===== src/lras_pkg.sv =====
// Package for the line rasterizer: coordinate widths, register index codes
// and input mode codes. No dependencies.
`timescale 1ns / 1ps

package lras_pkg;

  localparam int COORD_BITS = 12;              // endpoint and pixel coordinate width
  localparam int DELTA_BITS = COORD_BITS + 1;  // axis deltas, differences
  localparam int ERR_BITS   = COORD_BITS + 2;  // signed error accumulator
  localparam int CLIP_BITS  = 11;              // clip window registers
  localparam int COLOR_BITS = 24;
  localparam int CFG_IDX_BITS = 2;
  // compare width that holds both a signed coordinate and an unsigned clip value
  localparam int CMP_BITS = ((COORD_BITS > CLIP_BITS) ? COORD_BITS : CLIP_BITS) + 1;

  localparam logic [CLIP_BITS-1:0] CLIP_WIDTH_RESET  = CLIP_BITS'(127);
  localparam logic [CLIP_BITS-1:0] CLIP_HEIGHT_RESET = CLIP_BITS'(159);

  typedef enum logic [CFG_IDX_BITS-1:0] {
    REG_CLIP_WIDTH  = 2'd0,
    REG_CLIP_HEIGHT = 2'd1
  } cfg_reg_e;

  typedef enum logic {
    MODE_LOAD    = 1'b0,
    MODE_ADVANCE = 1'b1
  } mode_e;

endpackage


===== src/line_rasterizer.sv =====
// Top level of the Bresenham line rasterizer with clip flags.
// Depends on lras_pkg.
`timescale 1ns / 1ps

// Channel   Dir  Handshake                     Word
// -------   ---  ----------------------------  -------------------------------------
// in        in   in_valid_i / in_stall_o       mode, two endpoints, line color
// out       out  out_valid_o / out_stall_i     pixel x/y, color, on_screen, last, valid
// cfg       in   cfg_valid_i / cfg_ready_o     register index, clip value
//
// One word in, one word out, one word per clock sustained while the output is
// not stalled. A word passes an input register, then the setup/step logic (a
// subtract and compare chain over 13- and 14-bit values) into the output register.
// Reset clears the handshake state, the line state (no line active) and sets
// the clip window to 127 x 159. The config port is always ready.
// A stalled output only backs up the input register; an input word is taken
// as long as that register can move on in the same cycle.

module line_rasterizer
  import lras_pkg::*;
(
  input  logic                         clk_i,
  input  logic                         rst_ni,

  input  logic                         in_valid_i,
  output logic                         in_stall_o,
  input  logic                         mode_i,
  input  logic signed [COORD_BITS-1:0] x_start_i,
  input  logic signed [COORD_BITS-1:0] y_start_i,
  input  logic signed [COORD_BITS-1:0] x_end_i,
  input  logic signed [COORD_BITS-1:0] y_end_i,
  input  logic        [COLOR_BITS-1:0] line_color_i,

  output logic                         out_valid_o,
  input  logic                         out_stall_i,
  output logic signed [COORD_BITS-1:0] pixel_x_o,
  output logic signed [COORD_BITS-1:0] pixel_y_o,
  output logic        [COLOR_BITS-1:0] pixel_color_o,
  output logic                         on_screen_o,
  output logic                         last_pixel_o,
  output logic                         pixel_valid_o,

  input  logic                         cfg_valid_i,
  output logic                         cfg_ready_o,
  input  logic      [CFG_IDX_BITS-1:0] cfg_index_i,
  input  logic         [CLIP_BITS-1:0] cfg_data_i
);

  // ---------------------------------------------------------------- config
  logic [CLIP_BITS-1:0] clip_w_q, clip_h_q;

  assign cfg_ready_o = 1'b1;

  always_ff @(posedge clk_i or negedge rst_ni) begin
    if (!rst_ni) begin
      clip_w_q <= CLIP_WIDTH_RESET;
      clip_h_q <= CLIP_HEIGHT_RESET;
    end else if (cfg_valid_i && cfg_ready_o) begin
      case (cfg_index_i)
        REG_CLIP_WIDTH:  clip_w_q <= cfg_data_i;
        REG_CLIP_HEIGHT: clip_h_q <= cfg_data_i;
        default: ;  // unmapped index, dropped
      endcase
    end
  end

  // ---------------------------------------------------------------- handshake
  logic in_v_q, in_v_d, out_v_q, out_v_d;
  logic fire, accept;

  // input register moves on when the output register is free or draining
  assign fire       = in_v_q && !(out_v_q && out_stall_i);
  assign in_stall_o = in_v_q && out_v_q && out_stall_i;
  assign accept     = in_valid_i && !in_stall_o;

  always_comb begin
    in_v_d = in_v_q;
    if (accept)    in_v_d = 1'b1;
    else if (fire) in_v_d = 1'b0;
    out_v_d = out_v_q;
    if (fire)                         out_v_d = 1'b1;
    else if (out_v_q && !out_stall_i) out_v_d = 1'b0;
  end

  // ---------------------------------------------------------------- input register
  logic                         mode_q;
  logic signed [COORD_BITS-1:0] x0_q, y0_q, x1_q, y1_q;
  logic        [COLOR_BITS-1:0] color_in_q;

  always_ff @(posedge clk_i) begin
    if (accept) begin
      mode_q     <= mode_i;
      x0_q       <= x_start_i;
      y0_q       <= y_start_i;
      x1_q       <= x_end_i;
      y1_q       <= y_end_i;
      color_in_q <= line_color_i;
    end
  end

  // ---------------------------------------------------------------- line state
  logic                         steep_q, down_q, active_q;
  logic signed [COORD_BITS-1:0] major_q, minor_q, end_q;
  logic        [DELTA_BITS-1:0] delta_q, mdelta_q;
  logic signed   [ERR_BITS-1:0] err_q;
  logic        [COLOR_BITS-1:0] color_q;

  // load setup: pick major axis, order endpoints
  logic signed [DELTA_BITS-1:0] dx, dy, db;
  logic        [DELTA_BITS-1:0] adx, ady;
  logic signed [COORD_BITS-1:0] a0, b0, a1, b1, sa0, sb0, sa1, sb1;
  logic                         ld_steep;
  logic        [DELTA_BITS-1:0] ld_delta, ld_mdelta;

  always_comb begin
    dx  = DELTA_BITS'(x1_q) - DELTA_BITS'(x0_q);
    dy  = DELTA_BITS'(y1_q) - DELTA_BITS'(y0_q);
    adx = dx[DELTA_BITS-1] ? DELTA_BITS'(-dx) : DELTA_BITS'(dx);
    ady = dy[DELTA_BITS-1] ? DELTA_BITS'(-dy) : DELTA_BITS'(dy);
    ld_steep = ady > adx;
    if (ld_steep) begin
      a0 = y0_q; b0 = x0_q; a1 = y1_q; b1 = x1_q;
    end else begin
      a0 = x0_q; b0 = y0_q; a1 = x1_q; b1 = y1_q;
    end
    if (a0 > a1) begin
      sa0 = a1; sb0 = b1; sa1 = a0; sb1 = b0;
    end else begin
      sa0 = a0; sb0 = b0; sa1 = a1; sb1 = b1;
    end
    ld_delta  = DELTA_BITS'(DELTA_BITS'(sa1) - DELTA_BITS'(sa0));
    db        = DELTA_BITS'(sb1) - DELTA_BITS'(sb0);
    ld_mdelta = db[DELTA_BITS-1] ? DELTA_BITS'(-db) : DELTA_BITS'(db);
  end

  // current line: freshly loaded or held state
  logic                         is_load, emit;
  logic                         cur_steep, cur_down;
  logic signed [COORD_BITS-1:0] cur_major, cur_minor, cur_end;
  logic        [DELTA_BITS-1:0] cur_delta, cur_mdelta;
  logic signed   [ERR_BITS-1:0] cur_err;
  logic        [COLOR_BITS-1:0] cur_color;

  assign is_load = (mode_q == MODE_LOAD);
  assign emit    = is_load || active_q;

  always_comb begin
    if (is_load) begin
      cur_steep  = ld_steep;
      cur_major  = sa0;
      cur_minor  = sb0;
      cur_end    = sa1;
      cur_delta  = ld_delta;
      cur_mdelta = ld_mdelta;
      cur_err    = ERR_BITS'(ld_delta >> 1);
      cur_down   = !(sb0 < sb1);
      cur_color  = color_in_q;
    end else begin
      cur_steep  = steep_q;
      cur_major  = major_q;
      cur_minor  = minor_q;
      cur_end    = end_q;
      cur_delta  = delta_q;
      cur_mdelta = mdelta_q;
      cur_err    = err_q;
      cur_down   = down_q;
      cur_color  = color_q;
    end
  end

  // emit the current pixel, then step
  logic signed [COORD_BITS-1:0] px, py;
  logic signed   [CMP_BITS-1:0] px_c, py_c, cw_c, ch_c;
  logic                         on, last;
  logic signed   [ERR_BITS-1:0] err_sub, err_nxt;
  logic signed [COORD_BITS-1:0] minor_nxt, major_nxt;

  always_comb begin
    px   = cur_steep ? cur_minor : cur_major;
    py   = cur_steep ? cur_major : cur_minor;
    px_c = CMP_BITS'(px);
    py_c = CMP_BITS'(py);
    cw_c = $signed(CMP_BITS'(clip_w_q));
    ch_c = $signed(CMP_BITS'(clip_h_q));
    on   = !px[COORD_BITS-1] && !py[COORD_BITS-1] && (px_c < cw_c) && (py_c < ch_c);
    last = cur_major >= cur_end;

    err_sub   = cur_err - $signed(ERR_BITS'(cur_mdelta));
    err_nxt   = err_sub;
    minor_nxt = cur_minor;
    if (err_sub[ERR_BITS-1]) begin
      minor_nxt = cur_down ? cur_minor - COORD_BITS'(1) : cur_minor + COORD_BITS'(1);
      err_nxt   = err_sub + $signed(ERR_BITS'(cur_delta));
    end
    major_nxt = cur_major + COORD_BITS'(1);
  end

  always_ff @(posedge clk_i or negedge rst_ni) begin
    if (!rst_ni) begin
      steep_q  <= 1'b0;
      down_q   <= 1'b0;
      active_q <= 1'b0;
      major_q  <= '0;
      minor_q  <= '0;
      end_q    <= '0;
      delta_q  <= '0;
      mdelta_q <= '0;
      err_q    <= '0;
      color_q  <= '0;
    end else if (fire && emit) begin
      steep_q  <= cur_steep;
      down_q   <= cur_down;
      end_q    <= cur_end;
      delta_q  <= cur_delta;
      mdelta_q <= cur_mdelta;
      color_q  <= cur_color;
      active_q <= !last;
      // the final pixel leaves the position where it is
      major_q  <= last ? cur_major : major_nxt;
      minor_q  <= last ? cur_minor : minor_nxt;
      err_q    <= last ? cur_err   : err_nxt;
    end
  end

  // ---------------------------------------------------------------- output register
  always_ff @(posedge clk_i or negedge rst_ni) begin
    if (!rst_ni) begin
      in_v_q  <= 1'b0;
      out_v_q <= 1'b0;
    end else begin
      in_v_q  <= in_v_d;
      out_v_q <= out_v_d;
    end
  end

  always_ff @(posedge clk_i) begin
    if (fire) begin
      // advance with no line: all-zero word, pixel_valid low
      pixel_x_o     <= emit ? px        : '0;
      pixel_y_o     <= emit ? py        : '0;
      pixel_color_o <= emit ? cur_color : '0;
      on_screen_o   <= emit && on;
      last_pixel_o  <= emit && last;
      pixel_valid_o <= emit;
    end
  end

  assign out_valid_o = out_v_q;

endmodule


===== config.mk =====
export PLATFORM = sky130hd
export DESIGN_NAME = line_rasterizer
export DESIGN_NICKNAME = d
export VERILOG_FILES = /design/src/lras_pkg.sv /design/src/line_rasterizer.sv
export SDC_FILE = /design/constraint.sdc
export NUM_CORES = 1
export LEC_CHECK = 0
export BUFFER_PORTS_ARGS = -buffer_cell sky130_fd_sc_hd__buf_2
export CORE_MARGIN = 3
export CORE_UTILIZATION = 56
export CTS_CLUSTER_DIAMETER = 50
export DETAILED_ROUTE_END_ITERATION = 7
export PLACE_DENSITY = 0.84
export SLEW_MARGIN = 20
export SYNTH_ARGS = -nofsm -noshare
export SYNTH_HDL_FRONTEND = slang
export SYNTH_SLANG_ARGS = --single-unit

===== constraint.sdc =====
create_clock -name clk_i -period 17.6 [get_ports clk_i]
set_input_delay 1.76 -clock clk_i [delete_from_list [all_inputs] [get_ports clk_i]]
set_output_delay 1.76 -clock clk_i [all_outputs]
set_load 0.02 [all_outputs]

---- Word level (Yosys, flattened, before mapping) ----
Index checks and enable logic that the tools add are counted.
storage, ports and cells
  register bits ........................... 251
  input port bits ......................... 91
  output and inout bits ................... 54
  word-level logic and storage cells ...... 103
cells by class
  add/subtract/negate cells ............... 12
  order comparisons ....................... 6
  equality and inequality tests ........... 1
  mux-type cells .......................... 32
  bitwise logic cells ..................... 1
  reduce and logical (&&, ||, !) cells .... 25
operators by type and width
  kind                   count
  $mux 12                17
  $mux 13                5
  $sub 12x12->13         4
  $mux 14                3
  $neg 13->13            3
  $lt 12x12->1           3
  $add 12x2->12 const B  2
  $mux 24                1
  $add 14x14->14         1
  $sub 14x14->14         1
  $gt 13x13->1           1
  $ge 12x12->1           1
  $gt 12x12->1           1
  $logic_and 1x1->1      12
  $sub 12x2->12 const B  1
  $logic_not 1->1        7
  $mux 1                 6
  $reduce_and 2->1       2
  $reduce_bool 2->1      2
  $eq 2x1->1 const B     1
  $logic_not 2->1        1
  $logic_or 1x1->1       1
  $not 1->1              1

---- Longest topological paths before layout ----
Gate-level depths: netlist of the first run.
  depth in word-level cells ............... 15
  mapped depth ............................ 68

---- Least setup slack after synthesis of the first run ----
OpenSTA, ideal clock, no wires.
  kind .................................... register to register
  start point ............................. register y0_q[0]
  end point ............................... register err_q[11]
  library setup time ...................... 65 ps
  arrival ................................. 13283 ps
  data required time ...................... 17535 ps
  path slack .............................. 4252 ps
  stages on the path, launching flop included .. 64
  period minus slack after synthesis ...... 13348 ps
  path through ............................ edfxtp_1 > ha_1 > fa_1 > nor2b_1 > o21ai_0 > a21boi_0 > o21ai_0 > a21boi_0 > o21a_1 > o21a_1 > o21ai_0 > a211oi_1 > clkbuf_1 > nor3_1 > xor2_1 > ha_1 > and3_1 > o21a_1 > [... 28 more ...] > a21oi_1 > inv_1 > fa_1 > nor2b_1 > o21ai_0 > a21boi_0 > o21ai_0 > a21boi_0 > o21ai_0 > a21oi_1 > or4_1 > and2_1 > ha_1 > or2_2 > o311ai_0 > xnor2_1 > a222oi_1 > o21a_1
between the ends
  word-level cells in the longest chain between the ends .. 15
ends and longest elaborated chain
  what                    line                    source
  start, declared         line_rasterizer.sv:87   logic signed [COORD_BITS-1:0] x0_q, y0_q, x1_q, y1_q;
  start signal, assigned  line_rasterizer.sv:94   y0_q <= y_start_i;
  $sub 12x12->13          line_rasterizer.sv:117  dy = DELTA_BITS'(y1_q) - DELTA_BITS'(y0_q);
  $neg 13->13             line_rasterizer.sv:119  ady = dy[DELTA_BITS-1] ? DELTA_BITS'(-dy) : DELTA_BITS'(dy);
  $mux 13                 line_rasterizer.sv:119
  $gt 13x13->1            line_rasterizer.sv:120  ld_steep = ady > adx;
  $mux 12                 line_rasterizer.sv:121  if (ld_steep) begin
  $gt 12x12->1            line_rasterizer.sv:126  if (a0 > a1) begin
  $mux 12                 line_rasterizer.sv:126
  $sub 12x12->13 *        line_rasterizer.sv:132  db = DELTA_BITS'(sb1) - DELTA_BITS'(sb0);
  $neg 13->13             line_rasterizer.sv:133  ld_mdelta = db[DELTA_BITS-1] ? DELTA_BITS'(-db) : DELTA_BITS'(db);
  $mux 13 *               line_rasterizer.sv:133
  $mux 13 *               line_rasterizer.sv:148  if (is_load) begin
  via cur_mdelta[1]       line_rasterizer.sv:140  logic [DELTA_BITS-1:0] cur_delta, cur_mdelta;
  $sub 14x14->14 *        line_rasterizer.sv:188  err_sub = cur_err - $signed(ERR_BITS'(cur_mdelta));
  $add 14x14->14          line_rasterizer.sv:193  err_nxt = err_sub + $signed(ERR_BITS'(cur_delta));
  $mux 14 *               line_rasterizer.sv:191  if (err_sub[ERR_BITS-1]) begin
  $mux 14 *               line_rasterizer.sv:221  err_q <= last ? cur_err : err_nxt;
  end signal, assigned    line_rasterizer.sv:221
  end, declared           line_rasterizer.sv:105  logic signed [ERR_BITS-1:0] err_q;
The timed path passes the listed nets; every way through them passes the cells marked *.
A chain may end at the register's enable or synchronous reset.

---- Final worst setup path of the first run ----
  start point ............................. register y1_q[0]
  end point ............................... register err_q[11]
between the ends
  word-level cells in the longest chain between the ends .. 15
ends and longest elaborated chain
  what                    line                    source
  start, declared         line_rasterizer.sv:87
  start signal, assigned  line_rasterizer.sv:96   y1_q <= y_end_i;
  $sub 12x12->13          line_rasterizer.sv:117
  $neg 13->13             line_rasterizer.sv:119
  $mux 13                 line_rasterizer.sv:119
  $gt 13x13->1            line_rasterizer.sv:120
  $mux 12                 line_rasterizer.sv:121
  $gt 12x12->1            line_rasterizer.sv:126
  $mux 12                 line_rasterizer.sv:126
  $sub 12x12->13          line_rasterizer.sv:132
  $neg 13->13             line_rasterizer.sv:133
  $mux 13                 line_rasterizer.sv:133
  $mux 13                 line_rasterizer.sv:148
  $sub 14x14->14          line_rasterizer.sv:188
  $add 14x14->14          line_rasterizer.sv:193
  $mux 14                 line_rasterizer.sv:191
  $mux 14 *               line_rasterizer.sv:221
Every way passes the cells marked *; elsewhere a longest branch is shown, timed or not.

==> metrics list, run 1 <==
- The synthesized design spends more area on one cell type than any other, namely sky130_fd_sc_hd__edfxtp_1.
- During synthesis, Yosys emitted a total of 0 warnings.
- At the later pin of the worst-skew pair, clock insertion delay measures 590 ps.
- Relative to the synthesized area, the layout overhead comes to 11.3%.
- Setup slack on the worst reg-to-reg path comes out at 3220 ps.
* Slowest Stage Delay on Critical Path: 730 ps
* Post-synth net total: 2230
- RSZ-0062 raised after global routing: no
- The clock passes through at most 3 buffers.
* Sequential-to-total area share from yosys stat: 38.5%
- The initial utilization of the core area, before any placement, comes to 57.8%.
- In this run the critical register-to-register path is launched from y1_q[0]$_DFFE_PP_.
- Vias per cell: 6.19
- Synth top cells by count: 241 x sky130_fd_sc_hd__nand2_1, 179 x sky130_fd_sc_hd__o21ai_0, 158 x sky130_fd_sc_hd__inv_1
* Post CTS Setup Buffer Count: 0
* Fill cells: 2530
- First-pass GRT wire length: 78000 um
* CP required: 18130 ps
- Placeable core region: 31100 sq um
- Wires add up to 48700 um.
- After clock tree synthesis, the repair step resized 0 gates.
- Cells with a size suffix above 1 make up 14.3% of the layout.
* CTS clk-pin slew, worst paths: 60 ps
- Static timing analysis puts the maximum clock frequency at 69.6 MHz.
* Flip-flop and latch count after synthesis: 251
- For this block, the via count after detailed routing is 15679.
- Across every metal layer, demand over resource in global routing totals 28.1%.
- Counting flops with an async set or reset pin after synthesis yields a share of 50.6%.
- After layout, the worst path uses 81.7% of the clock period.
* Total number of placement rows: 64
- For this run, the detailed router's first-pass iteration total came to 6.
* Setup clock skew after layout: 15.2 ps
- Post-Synthesis Cells: 1999
* Worst min-delay path category: reg2reg
- H-tree lvl count: 1
- End point of the worst hold path: down_q$_DFFE_PN0P_
- Post-synthesis cell area: 17900 sq um
- Width of the chip: 185 um
* Num Clock Sinks: 251
* Mean instance size in the synthesized netlist: 8.98 sq um
- 145 I/O pins were placed.
- Slew headroom: 29.8%
- The via count of the first global-routing pass was 15126.
- Dominant register cell in the synthesized netlist: sky130_fd_sc_hd__edfxtp_1
* Total negative setup slack: 0 ps
- Critical hold path startpoint: down_q$_DFFE_PN0P_
- The clock period could shrink to 14380 ps.
- The netlist uses 91 different library cells.
- Cell types occupying the most area after synthesis: sky130_fd_sc_hd__edfxtp_1 21%, sky130_fd_sc_hd__dfrtp_1 16%, sky130_fd_sc_hd__ha_1 9.3%
* Initial antenna violation count: 0
- The floorplan step defined a die boundary enclosing 34200 sq um.
- Count of antenna diodes in the layout: 0
- Number of flops mapped to enable cells by yosys: 124
- Outcome: complete, no violations
- The detail route stage leaves a number of antenna-violating nets equal to 0.
* Final Hold Vio Count: 0
- DRC Markers: 0
* Final HPWL from detailed placement: 35700 um
* Placer congestion estimate: 1.01
* Max-cap violations: 0
* Hold Path Depth: 2
- The worst setup path is launched from a flop.
- TritonCTS clock tree: yes
- Net count, final: 2342
- Entering global routing, the biggest net connects 95 pins.
* Per-cell routed wire length: 19.2 um
- After the first detailed-routing iteration, the DRC count stood at 1539.
* Slowest cell on the critical path: sky130_fd_sc_hd__a21oi_1
* # port buffers: 143
* Endpoint of the worst-slack reg-to-reg timing path: err_q[11]$_DFFE_PN0P_
- The worst register-to-register path has a depth of 56.
* Worst Path Max Fanout: 59
* GR Overflow Total: 0
- STA classifies the critical path endpoint as a flop.
- Overall die height: 185 um
- In this run the biggest area consumer among cell types represents 20.7% of the synthesized area.
- Leading cell type by number of instances after synthesis: sky130_fd_sc_hd__nand2_1
- Counting the buffers created by CTS gives 31.
- At the worst endpoint, the arrival time is 14900 ps.
- The critical path in this run is classified as reg2reg.
- Least-Margin Pin Slew: 1050 ps
- The tree is rooted in a sky130_fd_sc_hd__clkbuf_16.
* Final max-slew violation count: 0
* Setup violation total in the final timing report: 0
- Count of hold buffers inserted by post-cts repair: 0
layer usage:
layer / vias up / global-route usage (%) / part of all wire (%)
li1: 7421 / - / -
met1: 7477 / 37.8 / 42
met2: 643 / 46.5 / 47
met3: 138 / 4.36 / 7.4
met4: 0 / 9.54 / 3.4
met5: - / 0 / 0
through the flow:
stage | cell area, sq um | std cells | util (%) | setup slack [ps] | hold WS [ps]
floorplan | 17900 | 1999 | - | 4250 | 441
global placement | 19000 | 2474 | 61.1 | 3900 | 458
detailed placement | 19000 | 2474 | 61.1 | 3410 | 467
CTS | 20000 | 2532 | 64.3 | 3360 | 477
global route | 20000 | 2532 | 64.3 | 2240 | 502
finish | 20000 | 2532 | 64.3 | 3220 | 475
state kept, by name, summed over array words and instances, names as in the netlist, 11 cells and up:
| name | cells |
|---|---|
| clip_h_q | 11 |
| color_q | 24 |
| minor_q | 12 |
| color_in_q | 24 |
| delta_q | 13 |
| pixel_x_o | 12 |
| err_q | 14 |
| y0_q | 12 |
| mdelta_q | 13 |
| x0_q | 12 |
| major_q | 12 |
| end_q | 12 |
| x1_q | 12 |
| y1_q | 12 |
| pixel_color_o | 24 |
| clip_w_q | 11 |
| pixel_y_o | 12 |
how the worst max path moves through the flow:
stage | startpoint | end | slack [ps]
finish | y1_q[0]$_DFFE_PP_ | err_q[11]$_DFFE_PN0P_ | 3220
global route | y1_q[0]$_DFFE_PP_ | err_q[11]$_DFFE_PN0P_ | 2240
CTS | x0_q[0]$_DFFE_PP_ | err_q[11]$_DFFE_PN0P_ | 3360
detailed placement | x0_q[0]$_DFFE_PP_ | err_q[13]$_DFFE_PN0P_ | 3410
global placement | x0_q[0]$_DFFE_PP_ | err_q[11]$_DFFE_PN0P_ | 3900
floorplan | y0_q[0]$_DFFE_PP_ | err_q[11]$_DFFE_PN0P_ | 4250
cell usage in the layout, fill, tap and decap left out, types with 6 or more instances in the layout:
master / count
sky130_fd_sc_hd__inv_1: 157
sky130_fd_sc_hd__o311ai_0: 6
sky130_fd_sc_hd__nor2b_1: 17
sky130_fd_sc_hd__xnor2_1: 50
sky130_fd_sc_hd__a311oi_1: 13
sky130_fd_sc_hd__dfrtp_1: 114
sky130_fd_sc_hd__a211oi_1: 25
sky130_fd_sc_hd__nand2_1: 240
sky130_fd_sc_hd__a21oi_1: 103
sky130_fd_sc_hd__nand3_1: 54
sky130_fd_sc_hd__fa_1: 6
sky130_fd_sc_hd__buf_2: 142
sky130_fd_sc_hd__or2_2: 8
sky130_fd_sc_hd__clkbuf_1: 8
sky130_fd_sc_hd__edfxtp_1: 124
sky130_fd_sc_hd__mux2i_1: 66
sky130_fd_sc_hd__buf_4: 26
sky130_fd_sc_hd__nor2_1: 136
sky130_fd_sc_hd__nand4_1: 18
sky130_fd_sc_hd__a21boi_0: 17
sky130_fd_sc_hd__o21ai_1: 15
sky130_fd_sc_hd__and2_1: 25
sky130_fd_sc_hd__nor3b_1: 11
sky130_fd_sc_hd__and3_1: 12
sky130_fd_sc_hd__xor2_1: 30
sky130_fd_sc_hd__a2111oi_0: 7
sky130_fd_sc_hd__o21ai_0: 179
sky130_fd_sc_hd__or3_1: 20
sky130_fd_sc_hd__a31oi_1: 16
sky130_fd_sc_hd__o21a_1: 26
sky130_fd_sc_hd__a21o_1: 23
sky130_fd_sc_hd__o211ai_1: 16
sky130_fd_sc_hd__dfstp_2: 13
sky130_fd_sc_hd__ha_1: 134
sky130_fd_sc_hd__clkbuf_16: 31
sky130_fd_sc_hd__o31ai_1: 12
sky130_fd_sc_hd__o221ai_1: 7
sky130_fd_sc_hd__mux2_2: 31
sky130_fd_sc_hd__nor3_1: 46
sky130_fd_sc_hd__nand2b_1: 21
area by class of cell:
cell class | instances | area [sq um] | share of cell area (%)
Inverter | 161 | 604 | 3.02
Timing Repair Buffer | 168 | 906 | 4.53
Clock buffer | 40 | 820 | 4.10
Tap cell | 396 | 495 | 2.48
Clock inverter | 18 | 166 | 0.833
Sequential cell | 251 | 6920 | 34.6
Multi-Input combinational cell | 1498 | 10100 | 50.4
cells by family after synthesis:
logic type / count (synthesis) / synth area share, %
AO/OA/AOI/OAI: 537 / 19.4
XOR/XNOR: 80 / 3.90
adder cells (fa/ha/maj): 140 / 10.0
buffers and inverters: 250 / 5.47
flip-flops: 251 / 38.5
multiplexers: 100 / 5.88
other: 1 / 0.0209
AND/OR/NAND/NOR: 640 / 16.8
worst max-delay path, delay by kind of cell, from the launching register on:
family	cells	cell delay (ps)
and+or+nand+nor	14	3070
DFF	1	500
xor gates and xnor gates	2	280
AOI/OAI and AO/OA	27	6300
adders and majority gates	7	2460
buffers and inverters	4	1100
muxes	2	590
Power of run 1 is left out: the tool's default activity adds up to more than one toggle a clock period on the data nets, which glitch-free logic cannot reach.
==> run 2: changes to the inputs <==
clock period = 13.5 ns   (was 17.6 ns; I/O delays follow)
==> run 2 against run 1 <==
Clock-buffer cell count increased by 1. Die area stayed put. Non-clock buffer count up 15. Hold slack gained 3.0 ps. Sequential cell count stayed put. Design area rose by 1.1%. Core utilization rose by 0.74 points. Final cell count grew 0.55%. Clock skew about the same. Setup slack got worse by 2600 ps. Routed wire length rose by 0.82%.
==> metrics list, run 2 (same netlist as run 1, synthesis figures left out) <==
* Outcome: complete, no violations
- Worst R2R Start: y1_q[0]$_DFFE_PP_
- GR Overflow Total: 0
- Slowest cell on the critical path: sky130_fd_sc_hd__or4_1
* Setup clock skew after layout: 15.3 ps
* Vias per cell: 6.16
- TritonCTS built the clock tree.
* Width of the chip: 185 um
* Leading cell types in the layout, fill and taps excluded: 240 x sky130_fd_sc_hd__nand2_1, 174 x sky130_fd_sc_hd__o21ai_0, 157 x sky130_fd_sc_hd__inv_1
- Total number of placement rows: 64
- At the end of routability-driven placement, the weighted congestion stood at 1.06.
* First-pass GRT wire length: 77400 um
* CP startpoint kind: flop
- The endpoint identified for the worst register-to-register timing path is err_q[12]$_DFFE_PN0P_.
- The via count of the first global-routing pass is 15042.
* Critical hold path startpoint: delta_q[5]$_DFFE_PN0P_
- Max clock buf depth: 3
- Critical path endpoint category: flop
- The first detailed-routing pass took 6 iterations.
* Num Clock Sinks: 251
- At the placement stage, the worst setup path has a slack of 73.8 ps.
* Maximum clock frequency: 77.5 MHz
- Clock tree synthesis selected as its root buffer the cell sky130_fd_sc_hd__clkbuf_16.
* Fill cells: 2479
* Data arrival time of the critical path: 13390 ps
- Setup total negative slack on the finished layout was measured at 0 ps.
* Overall die height: 185 um
- Leading cell type in the layout, fill and taps excluded: sky130_fd_sc_hd__nand2_1
* Overall die area: 34200 sq um
- Among the stages of the critical path, the cell type that occurs most often is sky130_fd_sc_hd__o21a_1.
- H-tree lvl count: 1
- Setup violations remaining at the end of the flow were counted as 0.
* Initial standard-cell utilization of the core: 57.8%
* Worst Path Max Fanout: 13
- Entering global routing, the biggest net connects 93 pins.
- The clock period could shrink to 12900 ps.
* Final Instance Count excl. Fillers: 2546
* Category of the most critical setup path: reg2reg
- Along the worst hold path, the cell count comes to 2.
- After clock tree synthesis, the clock-pin slew on the worst setup and hold paths is 60 ps.
- Placeable core region: 31100 sq um
- Least-Margin Pin Slew: 1100 ps
- Worst min-delay path category: reg2reg
- Once placement completed, the tool counted placed cells totaling 2477.
- Total Wirelength: 49100 um
- Hold is met by 478 ps.
- Measured against its own limit, the worst slew margin works out to 26.5%.
* Max-cap violations: 0
* End point of the worst hold path: delta_q[5]$_DFFE_PN0P_
* Count of hold buffers inserted by post-cts repair: 0
* Per-cell routed wire length: 19.3 um
- # port buffers: 143
- Period Utilization, post-route: 95.6%
- The number of antenna violations at the first check in global routing was 0.
- Final HPWL from detailed placement: 36300 um
- Violation count after the first detailed-route iteration: 1464
* Net count, final: 2357
* Total vias in the final route: 15673
- Registers with the most flip-flops: color_in_q x24, color_q x24, pixel_color_o x24
- DRC Markers: 0
- Once routing completed, OpenROAD measured the worst setup slack at 596 ps.
* Share of layout cells above drive strength 1: 15.3%
- Counting the buffers created by CTS gives 30.
- The final max-slew violation count is 0.
- Final Hold Vio Count: 0
- Counting cells, the worst reg-to-reg path comes to 57.
- I/O Pins: 145
* Number of antenna-violating nets in the routed design: 0
- The area growth from synthesis to layout is 12.6%.
* Slowest Stage Delay on Critical Path: 490 ps
* CP required: 13990 ps
- Across all register-to-register paths, the minimum setup slack is 600 ps.
- The number of antenna diodes in the final layout is 0.
* Latest clock arrival within the worst-skew pair: 580 ps
- Global-route usage over all layers: 28.1%
-- run 2: area by class of cell --
class,count,area [sq um],share of cell area [%]
clock inverter,15,176,0.873
clock buffer,41,842,4.17
inverter,161,604,2.99
tap,396,495,2.45
multi-input combinational,1499,10100,50.2
sequential,251,6920,34.2
timing repair buffer,183,1030,5.12
-- run 2: per-layer routing --
metal  up-vias  share of wire, %  GRT usage, %
li1       7451                 -             -
met1      7446                42          38.5
met2       625                46          45.0
met3       151               7.1          4.07
met4         0               4.5          11.6
met5         -                 0             0
-- run 2: how the worst max path moves through the flow --
stage / startpoint / endpoint / slack [ps]
floorplan: y0_q[0]$_DFFE_PP_ / err_q[11]$_DFFE_PN0P_ / 150
finish: y1_q[0]$_DFFE_PP_ / err_q[12]$_DFFE_PN0P_ / 600
global route: y1_q[0]$_DFFE_PP_ / err_q[12]$_DFFE_PN0P_ / -40
CTS: y1_q[0]$_DFFE_PP_ / err_q[11]$_DFFE_PN0P_ / 2
detailed placement: y1_q[0]$_DFFE_PP_ / err_q[11]$_DFFE_PN0P_ / 70
global placement: y1_q[0]$_DFFE_PP_ / err_q[11]$_DFFE_PN0P_ / 540
-- run 2: metrics by stage --
stage / cell area [sq um] / utilization, %
after CTS: 20000 / 64.4
after detailed placement: 19000 / 61.2
after global placement: 19000 / 61.2
after global routing: 20200 / 65.0
after floorplan: 17900 / -
final: 20200 / 65.0
-- run 2: timing repair --
action	in CTS	in global routing
endpoints found under the hold margin	0	0
setup buffers	0	12
gates cloned	0	1
endpoints found under the setup margin	2	26
pin swaps	1	5
resized for setup	0	24
-- run 2: critical path: cells and delay by family, from the launching register on --
family                     cells  cell delay (ps)
xor gates and xnor gates       2              320
and+or+nand+nor               13             2750
muxes                          2              470
DFF                            1              470
buffers and inverters          5              790
adders and majority gates      7             2320
AOI/OAI and AO/OA             28             5640
Power of run 2 is left out for the same reason.
